<file path="config.mk">
export PLATFORM = sky130hd
export DESIGN_NAME = array_table_engine
export DESIGN_NICKNAME = d
export VERILOG_FILES = /design/src/hdl/ate_pkg.sv /design/src/hdl/ate_front.sv /design/src/hdl/ate_back.sv /design/src/hdl/array_table_engine.sv
export SDC_FILE = /design/constraint.sdc
export NUM_CORES = 1
export LEC_CHECK = 0
export BUFFER_PORTS_ARGS = -buffer_cell sky130_fd_sc_hd__buf_2
export CAP_MARGIN = 10
export CORE_UTILIZATION = 63
export CTS_CLUSTER_SIZE = 14
export DETAILED_ROUTE_END_ITERATION = 10
export PLACE_DENSITY = 0.8
export SLEW_MARGIN = 15
export SYNTH_ARGS = -nofsm -noshare
export SYNTH_HDL_FRONTEND = slang
export SYNTH_HIERARCHICAL = 1
export SYNTH_SLANG_ARGS = --single-unit
</file>
<file path="constraint.sdc">
create_clock -name i_clk -period 5.1 [get_ports i_clk]
set_input_delay 0.255 -clock i_clk [delete_from_list [all_inputs] [get_ports i_clk]]
set_output_delay 0.255 -clock i_clk [all_outputs]
set_load 0.02 [all_outputs]
</file>
<file path="src/hdl/ate_pkg.sv">
package ate_pkg;

    localparam int CAPACITY_DEF = 16;
    localparam int FUNC_W  = 4;
    localparam int POS_W   = 5;
    localparam int DATA_W  = 32;
    localparam int STAT_W  = 3;
    localparam int FPOS_W  = 4;
    localparam int CNT_W   = 5;
    localparam int CFG_W   = 5;
    localparam logic [CFG_W-1:0] CFG_RESET = 5'd16;

    typedef enum logic [FUNC_W-1:0] {
        F_APPEND   = 4'd0,
        F_INSERT   = 4'd1,
        F_DELETE   = 4'd2,
        F_LSEARCH  = 4'd3,
        F_BSEARCH  = 4'd4,
        F_REVERSE  = 4'd5,
        F_SINSERT  = 4'd6,
        F_STEST    = 4'd7,
        F_DUMP     = 4'd8
    } t_func;

    localparam logic [STAT_W-1:0] ST_OK       = 3'd0;
    localparam logic [STAT_W-1:0] ST_FULL     = 3'd1;
    localparam logic [STAT_W-1:0] ST_BADPOS   = 3'd2;
    localparam logic [STAT_W-1:0] ST_NOTFOUND = 3'd3;
    localparam logic [STAT_W-1:0] ST_EMPTY    = 3'd4;

    // command handed from the front end to the back end
    typedef struct packed {
        logic [FUNC_W-1:0] func;
        logic [POS_W-1:0]  position;
        logic [DATA_W-1:0] value;
    } t_cmd;

endpackage

</file>
<file path="src/hdl/ate_front.sv">
module ate_front (
    input  logic           i_clk,
    input  logic           i_rst_n,
    input  logic           i_valid,
    output logic           o_stall,
    input  logic [3:0]     i_func,
    input  logic [4:0]     i_position,
    input  logic [31:0]    i_item_value,
    output logic           o_q_valid,
    input  logic           i_q_pop,
    output ate_pkg::t_cmd  o_q_cmd
);
    import ate_pkg::*;

    // two-entry command queue
    t_cmd     r_mem [2];
    logic     r_wp, r_rp;
    logic [1:0] r_cnt;
    logic     push;

    assign o_stall   = (r_cnt == 2'd2);
    assign push      = i_valid && !o_stall;
    assign o_q_valid = (r_cnt != 2'd0);
    assign o_q_cmd   = r_mem[r_rp];

    always_ff @(posedge i_clk) begin
        if (push) begin
            r_mem[r_wp] <= '{func: i_func, position: i_position, value: i_item_value};
        end
        if (!i_rst_n) begin
            r_wp  <= 1'b0;
            r_rp  <= 1'b0;
            r_cnt <= 2'd0;
        end else begin
            if (push) r_wp <= ~r_wp;
            if (i_q_pop) r_rp <= ~r_rp;
            r_cnt <= r_cnt + {1'b0, push} - {1'b0, i_q_pop};
        end
    end
endmodule

</file>
<file path="src/hdl/ate_back.sv">
module ate_back #(
    parameter int CAPACITY = ate_pkg::CAPACITY_DEF
) (
    input  logic          i_clk,
    input  logic          i_rst_n,
    input  logic [4:0]    i_limit,
    input  logic          i_q_valid,
    output logic          o_q_pop,
    input  ate_pkg::t_cmd i_q_cmd,
    output logic          o_valid,
    input  logic          i_stall,
    output logic [2:0]    o_status,
    output logic [3:0]    o_found_position,
    output logic [31:0]   o_result_value,
    output logic [4:0]    o_fill_count,
    output logic          o_is_sorted,
    output logic          o_last
);
    import ate_pkg::*;

    localparam int AW = (CAPACITY > 1) ? $clog2(CAPACITY) : 1;
    localparam int IW = AW + 2;
    localparam logic signed [IW-1:0] I_ONE = IW'(1);

    typedef enum logic [3:0] {
        S_IDLE, S_RD, S_WAIT, S_EXEC, S_OUT
    } t_state;

    logic [DATA_W-1:0] r_mem [CAPACITY];
    logic [DATA_W-1:0] r_rdata;
    logic [AW-1:0]     n_raddr;
    logic              n_rd;
    logic              n_we;
    logic [AW-1:0]     n_waddr;
    logic [DATA_W-1:0] n_wdata;

    t_state r_state, n_state;
    t_cmd   r_cmd, n_cmd;
    logic [CNT_W-1:0] r_count, n_count;
    logic signed [IW-1:0] r_i, n_i, r_j, n_j;
    logic [DATA_W-1:0] r_tmp, n_tmp;
    logic [1:0] r_ph, n_ph;
    logic r_vld, n_vld;
    logic [STAT_W-1:0] r_st, n_st;
    logic [FPOS_W-1:0] r_fp, n_fp;
    logic [DATA_W-1:0] r_rv, n_rv;
    logic r_srt, n_srt, r_last, n_last;
    logic [CNT_W-1:0] r_fc, n_fc;

    logic [CNT_W:0] lim;
    logic full;
    logic out_free;
    logic signed [IW-1:0] cnt_s, mid;

    always_ff @(posedge i_clk) begin
        if (n_we) r_mem[n_waddr] <= n_wdata;
        if (n_rd) r_rdata <= r_mem[n_raddr];
    end

    assign lim   = ({1'b0, i_limit} < (CNT_W+1)'(CAPACITY)) ? {1'b0, i_limit}
                                                           : (CNT_W+1)'(CAPACITY);
    assign full  = {1'b0, r_count} >= lim;
    assign out_free = !r_vld || !i_stall;
    assign cnt_s = IW'(r_count);
    assign mid   = (r_i + r_j) >>> 1;
    // hold the next command until the previous result has left
    assign o_q_pop = (r_state == S_IDLE) && i_q_valid && out_free;

    always_comb begin
        n_state = r_state; n_cmd = r_cmd; n_count = r_count;
        n_i = r_i; n_j = r_j; n_tmp = r_tmp; n_ph = r_ph;
        n_vld = r_vld && i_stall;
        n_st = r_st; n_fp = r_fp; n_rv = r_rv; n_srt = r_srt;
        n_last = r_last; n_fc = r_fc;
        n_rd = 1'b0; n_raddr = '0; n_we = 1'b0; n_waddr = '0; n_wdata = '0;
        case (r_state)
            S_IDLE: begin
                if (i_q_valid && out_free) begin
                    n_cmd = i_q_cmd;
                    n_state = S_RD;
                    n_ph = 2'd0;
                    n_i = '0;
                    n_j = '0;
                end
            end
            S_RD: begin
                // per-op setup
                n_state = S_EXEC;
                n_st = ST_OK; n_fp = '0; n_rv = '0; n_srt = 1'b0; n_last = 1'b1;
                case (r_cmd.func)
                    F_APPEND: begin
                        if (full) n_st = ST_FULL;
                        else begin
                            n_we = 1'b1; n_waddr = AW'(r_count);
                            n_wdata = r_cmd.value;
                            n_count = r_count + 1'b1;
                        end
                        n_state = S_OUT;
                    end
                    F_INSERT: begin
                        if (full) begin n_st = ST_FULL; n_state = S_OUT; end
                        else if (r_cmd.position > r_count) begin
                            n_st = ST_BADPOS; n_state = S_OUT;
                        end else n_i = cnt_s;
                    end
                    F_DELETE: begin
                        if (r_count == '0) begin n_st = ST_EMPTY; n_state = S_OUT; end
                        else if (r_cmd.position >= r_count) begin
                            n_st = ST_BADPOS; n_state = S_OUT;
                        end else n_i = IW'(r_cmd.position);
                    end
                    F_LSEARCH: n_i = '0;
                    F_BSEARCH: begin n_i = '0; n_j = cnt_s - I_ONE; end
                    F_REVERSE: begin n_i = '0; n_j = cnt_s - I_ONE; end
                    F_SINSERT: begin
                        if (full) begin n_st = ST_FULL; n_state = S_OUT; end
                        else n_i = cnt_s;
                    end
                    F_STEST: begin n_i = '0; n_srt = 1'b1; end
                    F_DUMP: begin
                        if (r_count == '0) begin n_st = ST_EMPTY; n_state = S_OUT; end
                        else n_i = '0;
                    end
                    default: n_state = S_OUT;
                endcase
                if (n_state == S_OUT) n_fc = n_count;
            end
            S_EXEC: begin
                // ph 0: issue read, ph 1: wait, ph 2: use data
                if (r_ph == 2'd0) begin
                    n_ph = 2'd1;
                    n_rd = 1'b1;
                    case (r_cmd.func)
                        F_INSERT, F_SINSERT: begin
                            if (r_i == 0 || (r_cmd.func == F_INSERT
                                             && r_i == IW'(r_cmd.position))) begin
                                n_rd = 1'b0;
                                n_we = 1'b1; n_waddr = AW'(r_i); n_wdata = r_cmd.value;
                                n_count = r_count + 1'b1; n_fc = n_count;
                                n_state = S_OUT; n_ph = 2'd0;
                            end else n_raddr = AW'(r_i - I_ONE);
                        end
                        F_DELETE: begin
                            n_raddr = AW'(r_i);
                            if (r_i + I_ONE >= cnt_s && r_i != IW'(r_cmd.position)) begin
                                n_rd = 1'b0;
                                n_count = r_count - 1'b1; n_fc = n_count;
                                n_state = S_OUT; n_ph = 2'd0;
                            end
                        end
                        F_LSEARCH: begin
                            n_raddr = AW'(r_i);
                            if (r_i >= cnt_s) begin
                                n_rd = 1'b0; n_st = ST_NOTFOUND; n_fc = r_count;
                                n_state = S_OUT; n_ph = 2'd0;
                            end
                        end
                        F_BSEARCH: begin
                            n_raddr = AW'(mid);
                            if (r_i > r_j) begin
                                n_rd = 1'b0; n_st = ST_NOTFOUND; n_fc = r_count;
                                n_state = S_OUT; n_ph = 2'd0;
                            end
                        end
                        F_REVERSE: begin
                            n_raddr = AW'(r_i);
                            if (r_i >= r_j) begin
                                n_rd = 1'b0; n_fc = r_count;
                                n_state = S_OUT; n_ph = 2'd0;
                            end
                        end
                        F_STEST: begin
                            n_raddr = AW'(r_i);
                            if (r_i + I_ONE >= cnt_s) begin
                                n_rd = 1'b0; n_fc = r_count;
                                n_state = S_OUT; n_ph = 2'd0;
                            end
                        end
                        F_DUMP: begin
                            n_raddr = AW'(r_i);
                            if (r_i >= cnt_s) begin
                                n_rd = 1'b0; n_state = S_IDLE; n_ph = 2'd0;
                            end
                        end
                        default: begin n_rd = 1'b0; n_state = S_OUT; n_ph = 2'd0; end
                    endcase
                end else if (r_ph == 2'd1) begin
                    n_ph = 2'd2;
                    // reverse, sorted test and delete need a second entry
                    if (r_cmd.func == F_REVERSE) begin
                        n_rd = 1'b1; n_raddr = AW'(r_j);
                    end else if (r_cmd.func == F_STEST) begin
                        n_rd = 1'b1; n_raddr = AW'(r_i + I_ONE);
                    end else if (r_cmd.func == F_DELETE) begin
                        n_rd = 1'b1; n_raddr = AW'(r_i + I_ONE);
                    end
                    n_tmp = r_rdata;
                end else begin
                    n_ph = 2'd0;
                    case (r_cmd.func)
                        F_INSERT: begin
                            n_we = 1'b1; n_waddr = AW'(r_i); n_wdata = r_tmp;
                            n_i = r_i - I_ONE;
                        end
                        F_SINSERT: begin
                            if ($signed(r_tmp) > $signed(r_cmd.value)) begin
                                n_we = 1'b1; n_waddr = AW'(r_i); n_wdata = r_tmp;
                                n_i = r_i - I_ONE;
                            end else begin
                                n_we = 1'b1; n_waddr = AW'(r_i); n_wdata = r_cmd.value;
                                n_count = r_count + 1'b1; n_fc = n_count;
                                n_state = S_OUT;
                            end
                        end
                        F_DELETE: begin
                            if (r_i == IW'(r_cmd.position)) n_rv = r_tmp;
                            if (r_i + I_ONE < cnt_s) begin
                                n_we = 1'b1; n_waddr = AW'(r_i); n_wdata = r_rdata;
                            end
                            n_i = r_i + I_ONE;
                        end
                        F_LSEARCH: begin
                            if (r_tmp == r_cmd.value) begin
                                n_fp = FPOS_W'(r_i); n_fc = r_count; n_state = S_OUT;
                            end else n_i = r_i + I_ONE;
                        end
                        F_BSEARCH: begin
                            if (r_tmp == r_cmd.value) begin
                                n_fp = FPOS_W'(mid); n_fc = r_count; n_state = S_OUT;
                            end else if ($signed(r_tmp) > $signed(r_cmd.value))
                                n_j = mid - I_ONE;
                            else n_i = mid + I_ONE;
                        end
                        F_REVERSE: begin
                            // swap with two writes: b now, a via S_WAIT
                            n_we = 1'b1; n_waddr = AW'(r_j); n_wdata = r_tmp;
                            n_tmp = r_rdata;
                            n_state = S_WAIT;
                        end
                        F_STEST: begin
                            if ($signed(r_tmp) > $signed(r_rdata)) begin
                                n_srt = 1'b0; n_fc = r_count; n_state = S_OUT;
                            end else n_i = r_i + I_ONE;
                        end
                        F_DUMP: begin
                            if (out_free) begin
                                n_vld = 1'b1; n_st = ST_OK; n_fp = FPOS_W'(r_i);
                                n_rv = r_tmp; n_fc = r_count; n_srt = 1'b0;
                                n_last = (r_i + I_ONE == cnt_s);
                                n_i = r_i + I_ONE;
                            end else n_ph = 2'd2;
                        end
                        default: n_state = S_OUT;
                    endcase
                end
            end
            S_WAIT: begin
                n_we = 1'b1; n_waddr = AW'(r_i); n_wdata = r_tmp;
                n_i = r_i + I_ONE; n_j = r_j - I_ONE;
                n_state = S_EXEC;
            end
            S_OUT: begin
                if (out_free) begin
                    n_vld = 1'b1;
                    n_state = S_IDLE;
                end
            end
            default: n_state = S_IDLE;
        endcase
    end

    always_ff @(posedge i_clk) begin
        r_cmd <= n_cmd; r_i <= n_i; r_j <= n_j; r_tmp <= n_tmp;
        r_st <= n_st; r_fp <= n_fp; r_rv <= n_rv; r_srt <= n_srt;
        r_last <= n_last; r_fc <= n_fc;
        if (!i_rst_n) begin
            r_state <= S_IDLE; r_count <= '0; r_vld <= 1'b0; r_ph <= 2'd0;
        end else begin
            r_state <= n_state; r_count <= n_count; r_vld <= n_vld; r_ph <= n_ph;
        end
    end

    assign o_valid = r_vld;
    assign o_status = r_st;
    assign o_found_position = r_fp;
    assign o_result_value = r_rv;
    assign o_fill_count = r_fc;
    assign o_is_sorted = r_srt;
    assign o_last = r_last;
endmodule

</file>
<file path="src/hdl/array_table_engine.sv">
// Table of signed 32-bit entries with a fill count, driven by one command per
// input transfer. A two-entry command queue in front lets inputs be taken
// while the back end works. The back end owns a single-port RAM with a
// registered read and walks it one entry per access: each step issues a read,
// takes the registered data and then uses it, for shifts, scans, the sorted
// test, reverse and binary search alike; a dump gives one result per entry and
// waits while the receiver stalls. Append and flagged errors need no table walk.
// The back end starts a new command only once the previous result is taken.
module array_table_engine #(
    parameter int CAPACITY = ate_pkg::CAPACITY_DEF
) (
    input  logic        i_clk,
    input  logic        i_rst_n,
    input  logic        i_cfg_we,
    input  logic [4:0]  i_cfg_wdata,
    input  logic        i_valid,
    output logic        o_stall,
    input  logic [3:0]  i_func,
    input  logic [4:0]  i_position,
    input  logic [31:0] i_item_value,
    output logic        o_valid,
    input  logic        i_stall,
    output logic [2:0]  o_status,
    output logic [3:0]  o_found_position,
    output logic [31:0] o_result_value,
    output logic [4:0]  o_fill_count,
    output logic        o_is_sorted,
    output logic        o_last
);
    import ate_pkg::*;

    logic [CFG_W-1:0] r_limit;
    logic q_valid, q_pop;
    t_cmd q_cmd;

    always_ff @(posedge i_clk) begin
        if (!i_rst_n) r_limit <= CFG_RESET;
        else if (i_cfg_we) r_limit <= i_cfg_wdata;
    end

    ate_front u_front (
        .i_clk, .i_rst_n, .i_valid, .o_stall, .i_func, .i_position, .i_item_value,
        .o_q_valid(q_valid), .i_q_pop(q_pop), .o_q_cmd(q_cmd)
    );

    ate_back #(.CAPACITY(CAPACITY)) u_back (
        .i_clk, .i_rst_n, .i_limit(r_limit),
        .i_q_valid(q_valid), .o_q_pop(q_pop), .i_q_cmd(q_cmd),
        .o_valid, .i_stall, .o_status, .o_found_position, .o_result_value,
        .o_fill_count, .o_is_sorted, .o_last
    );

    a_fill_range: assert property (@(posedge i_clk) disable iff (!i_rst_n)
        o_valid |-> o_fill_count <= 5'(CAPACITY))
        else $error("fill count above capacity");

    a_out_hold: assert property (@(posedge i_clk) disable iff (!i_rst_n)
        o_valid && i_stall |=> o_valid && $stable(o_result_value) && $stable(o_last))
        else $error("stalled result changed");

    a_pop_valid: assert property (@(posedge i_clk) disable iff (!i_rst_n)
        q_pop |-> q_valid)
        else $error("queue popped while empty");
endmodule

</file>
==> insert_results.sql <==
INSERT INTO impl_metrics (metric_group, metric, value, unit) VALUES
('cells_and_area', 'final_area', '40500', 'um^2'),
('timing', 'final.period_utilization', '0.877', ''),
('run', 'drv.max_cap_violation_count', '0', ''),
('min_path', 'worst_hold_path_type', 'input pin to flop', ''),
('cts', 'cts_resized', '0', ''),
('synth', 'synth-edff-count', '757', ''),
('cts', 'cts.sinks', '778', ''),
('synth', 'post_synth_fa_ha_maj_area_fraction', '0.0376', ''),
('power', 'static-leakage-power', '14.6', 'nW'),
('placed_design', 'hpwlAfterDp', '57.1', 'mm'),
('global_route', 'overall_global_routing_resource_usage', '0.318', ''),
('synth', 'yosys_warnings', '6', ''),
('power', 'vdd.ir_drop.worst', '0.367', 'mV'),
('cells_and_area', 'layout-area-overhead-vs-synth', '14.0', '%'),
('cts', 'cts_setup_buffers', '0', ''),
('placed_design', 'dpl_cell_area', '37400', 'um^2'),
('detailed_routing', 'detail_route.wl_per_cell', '26.7', 'um'),
('cts', 'htreeDepth', '3', ''),
('detailed_routing', 'detail_route.first_pass.iterations', '6', ''),
('detailed_routing', 'drc_violation_count_after_routing', '0', ''),
('cells_and_area', 'filler_free_cell_count_of_the_finished_design', '3375', ''),
('worst_setup_path', 'crit_chain', 'inv_1, ha_1, ha_1, nor2b_1, o21ai_0, a211oi_1, o21ai_0, a21o_1, a222oi_1, nand2_1, nor2_4, buf_4', ''),
('synth', 'ys_ff_latch', '778', ''),
('cts', 'post_cts_hold_buffer_count', '53', ''),
('timing', 'layout_min_cycle_time', '4.47', 'ns'),
('detailed_routing', 'routed_via_density', '6.46', ''),
('worst_setup_path', 'worst_path_largest_cell_delay', '0.68', 'ns'),
('global_route', 'grt_start_max_net_pins', '56', ''),
('cts', 'number_of_buffers_added_by_the_clock_tree_synthesis_step', '79', ''),
('worst_setup_path', 'cpLargestDelayFamily', 'compound AO/OA/AOI/OAI gates', ''),
('outcome', 'outcome', 'completed', ''),
('worst_setup_path', 'cp_max_fo', '18', ''),
('placed_design', 'buffer_ports.inserted', '98', ''),
('cts', 'clock_latency', '0.63', 'ns'),
('floorplanning', 'floorplan_core_area', '55400', 'um^2'),
('timing', 'final_report_hold_violation_count', '0', ''),
('power', 'power.density', '444', 'nW/um^2'),
('global_route', 'grt_antenna_before_repair', '0', ''),
('floorplanning', 'floorplan.initialDensity', '0.641', ''),
('worst_setup_path', 'worstPathBufferInverterCount', '2', ''),
('detailed_routing', 'ant_nets', '0', ''),
('global_route', 'grt_pass1_vias', '22067', ''),
('floorplanning', 'design.portCount', '99', ''),
('synth', 'muxShareOfSynthArea', '0.157', ''),
('worst_setup_path', 'critPathRequiredTime', '5.40', 'ns'),
('floorplanning', 'floorplan.die.height', '239', 'um'),
('cells_and_area', 'antennaDiodeCount', '0', ''),
('placed_design', 'routability_congestion_estimate_from_global_placement', '0.971', ''),
('cells_and_area', 'most_common_cell_after_layout_fill_and_taps_aside', 'sky130_fd_sc_hd__edfxtp_1', ''),
('global_route', 'grt_remaining_overflow', '0', ''),
('power', 'total_power', '18.0', 'mW'),
('worst_setup_path', 'data_arrival_time_at_the_worst_slack_endpoint', '4.77', 'ns'),
('cells_and_area', 'layout_common_cells', 'sky130_fd_sc_hd__edfxtp_1 (757), sky130_fd_sc_hd__mux2i_1 (492), sky130_fd_sc_hd__ha_1 (105), sky130_fd_sc_hd__inv_1 (101), sky130_fd_sc_hd__buf_2 (98)', ''),
('cts', 'clock_tree_from_tritoncts', 'yes', ''),
('timing', 'max_slew_margin', '0.261', ''),
('timing', 'max_freq', '224', 'MHz'),
('timing', 'tightest_slew', '1.11', 'ns'),
('timing', 'setup_tns', '0', 'ns'),
('placed_design', 'dp_cells', '3174', ''),
('synth', 'syn-cell-area', '35500', 'um^2'),
('timing', 'unrepaired_setup_endpoints_after_global_routing', 'no', ''),
('timing', 'timing.clock.skew', '0.0346', 'ns'),
('synth', 'synth.yosys.seq_area_share', '0.652', ''),
('synth', 'number_of_nets_produced_by_synthesis', '2515', ''),
('detailed_routing', 'drtIter0Drc', '2339', ''),
('synth', 'post_synth_num_cell_types', '90', ''),
('synth', 'synth_top_family_by_area', 'multiplexers', ''),
('worst_setup_path', 'cp_max_stage_cell', 'sky130_fd_sc_hd__edfxtp_1', ''),
('synth', 'synth-compound-area-share', '0.0596', ''),
('worst_setup_path', 'critPathCaptureType', 'flop', ''),
('cells_and_area', 'share_of_layout_cells_above_drive_strength_1', '0.146', '');
## metal layers
metal  vias up  track usage  routed length [um]
li1       9521            -                   -
met1     10842        0.408               35300
met2      1152        0.536               44600
met3       274       0.0506                6560
met4         0        0.139                3810
met5         -            0                   0
## per-stage QoR
step | hold WS, ns | util | setup WS [ns]
after floorplan | 0.317 | - | 0.496
after global placement | 0.442 | 0.675 | 0.754
after detailed placement | 0.446 | 0.675 | 0.763
after CTS | 0.0345 | 0.729 | 0.726
after global routing | 0.0635 | 0.730 | 0.356
final | 0.0903 | 0.730 | 0.629
## final timing paths
path / from / slack [ns] / cells after the start / endpoint
max: u_back/r_i[0] / 0.63 / 12 / u_back/r_mem[9][23]
min reg2reg: u_back/r_rdata[1] / 0.49 / 0 / u_back/r_tmp[1]
max reg2reg: u_back/r_i[0] / 0.63 / 12 / u_back/r_mem[9][23]
min: i_rst_n / 0.09 / 2 / u_back/r_ph[0]
## flip-flops by register name (all words and copies together), names as in the netlist, 6 cells and up, named ones only
signal / cells
u_back/r_tmp: 32
u_back/o_result_value: 32
u_back/r_j: 6
u_back/r_cmd: 41
u_front/r_mem: 82
u_back/r_rdata: 32
u_back/r_mem: 512
u_back/r_i: 6
## layout make-up
type	count	area, um^2
clock buffer	95	2070
clock inverter	51	422
fill	3335	14900
inverter	101	379
multi-input combinational	1366	11500
sequential	778	23200
tap	748	936
timing repair buffer	236	1990
## synthesized netlist by cell type, types with 9 or more instances
cell                       count  area [um^2]
sky130_fd_sc_hd__and3_1       31          194
sky130_fd_sc_hd__xnor2_1      21          184
sky130_fd_sc_hd__nand3_1      19         95.1
sky130_fd_sc_hd__xor2_1       12          105
sky130_fd_sc_hd__buf_1        10         37.5
sky130_fd_sc_hd__mux2_4       40          601
sky130_fd_sc_hd__o211ai_1     16          120
sky130_fd_sc_hd__and2_1       39          244
sky130_fd_sc_hd__mux2i_1     492         4920
sky130_fd_sc_hd__a211oi_1     10         75.1
sky130_fd_sc_hd__nand2_1      92          345
sky130_fd_sc_hd__a22oi_1       9         67.6
sky130_fd_sc_hd__a31oi_1       9         56.3
sky130_fd_sc_hd__ha_1        105         1310
sky130_fd_sc_hd__buf_4        17          128
sky130_fd_sc_hd__nor2b_1      21          131
sky130_fd_sc_hd__buf_2        36          180
sky130_fd_sc_hd__a21oi_1      67          335
sky130_fd_sc_hd__inv_1       101          379
sky130_fd_sc_hd__a21o_1       11         82.6
sky130_fd_sc_hd__nor3_1       18         90.1
sky130_fd_sc_hd__a221o_1      27          270
sky130_fd_sc_hd__clkbuf_1     40          150
sky130_fd_sc_hd__o21ai_0      56          280
sky130_fd_sc_hd__edfxtp_1    757        22700
sky130_fd_sc_hd__nand2b_1     18          113
sky130_fd_sc_hd__dfxtp_1      21          420
sky130_fd_sc_hd__nor2_1       84          315
sky130_fd_sc_hd__nand4_1      15         93.8
sky130_fd_sc_hd__o22ai_1      14         87.6
## where the power goes
| part | total, mW | switching (mW) | leakage [nW] | internal (mW) |
|---|---|---|---|---|
| registers | 8.27 | 0.464 | 6.54 | 7.80 |
| logic | 4.14 | 2.64 | 6.89 | 1.50 |
| clock network | 5.56 | 2.44 | 1.19 | 3.12 |
## cell families (layout without fill, tap and decap cells)
group	Yosys count	count (layout)
mux	535	535
flops	778	778
buf+inv	214	483
fa+ha+maj	106	106
xor+xnor	33	33
compound gates	304	304
simple gates	388	388
(Power assumes the default switching activity.)
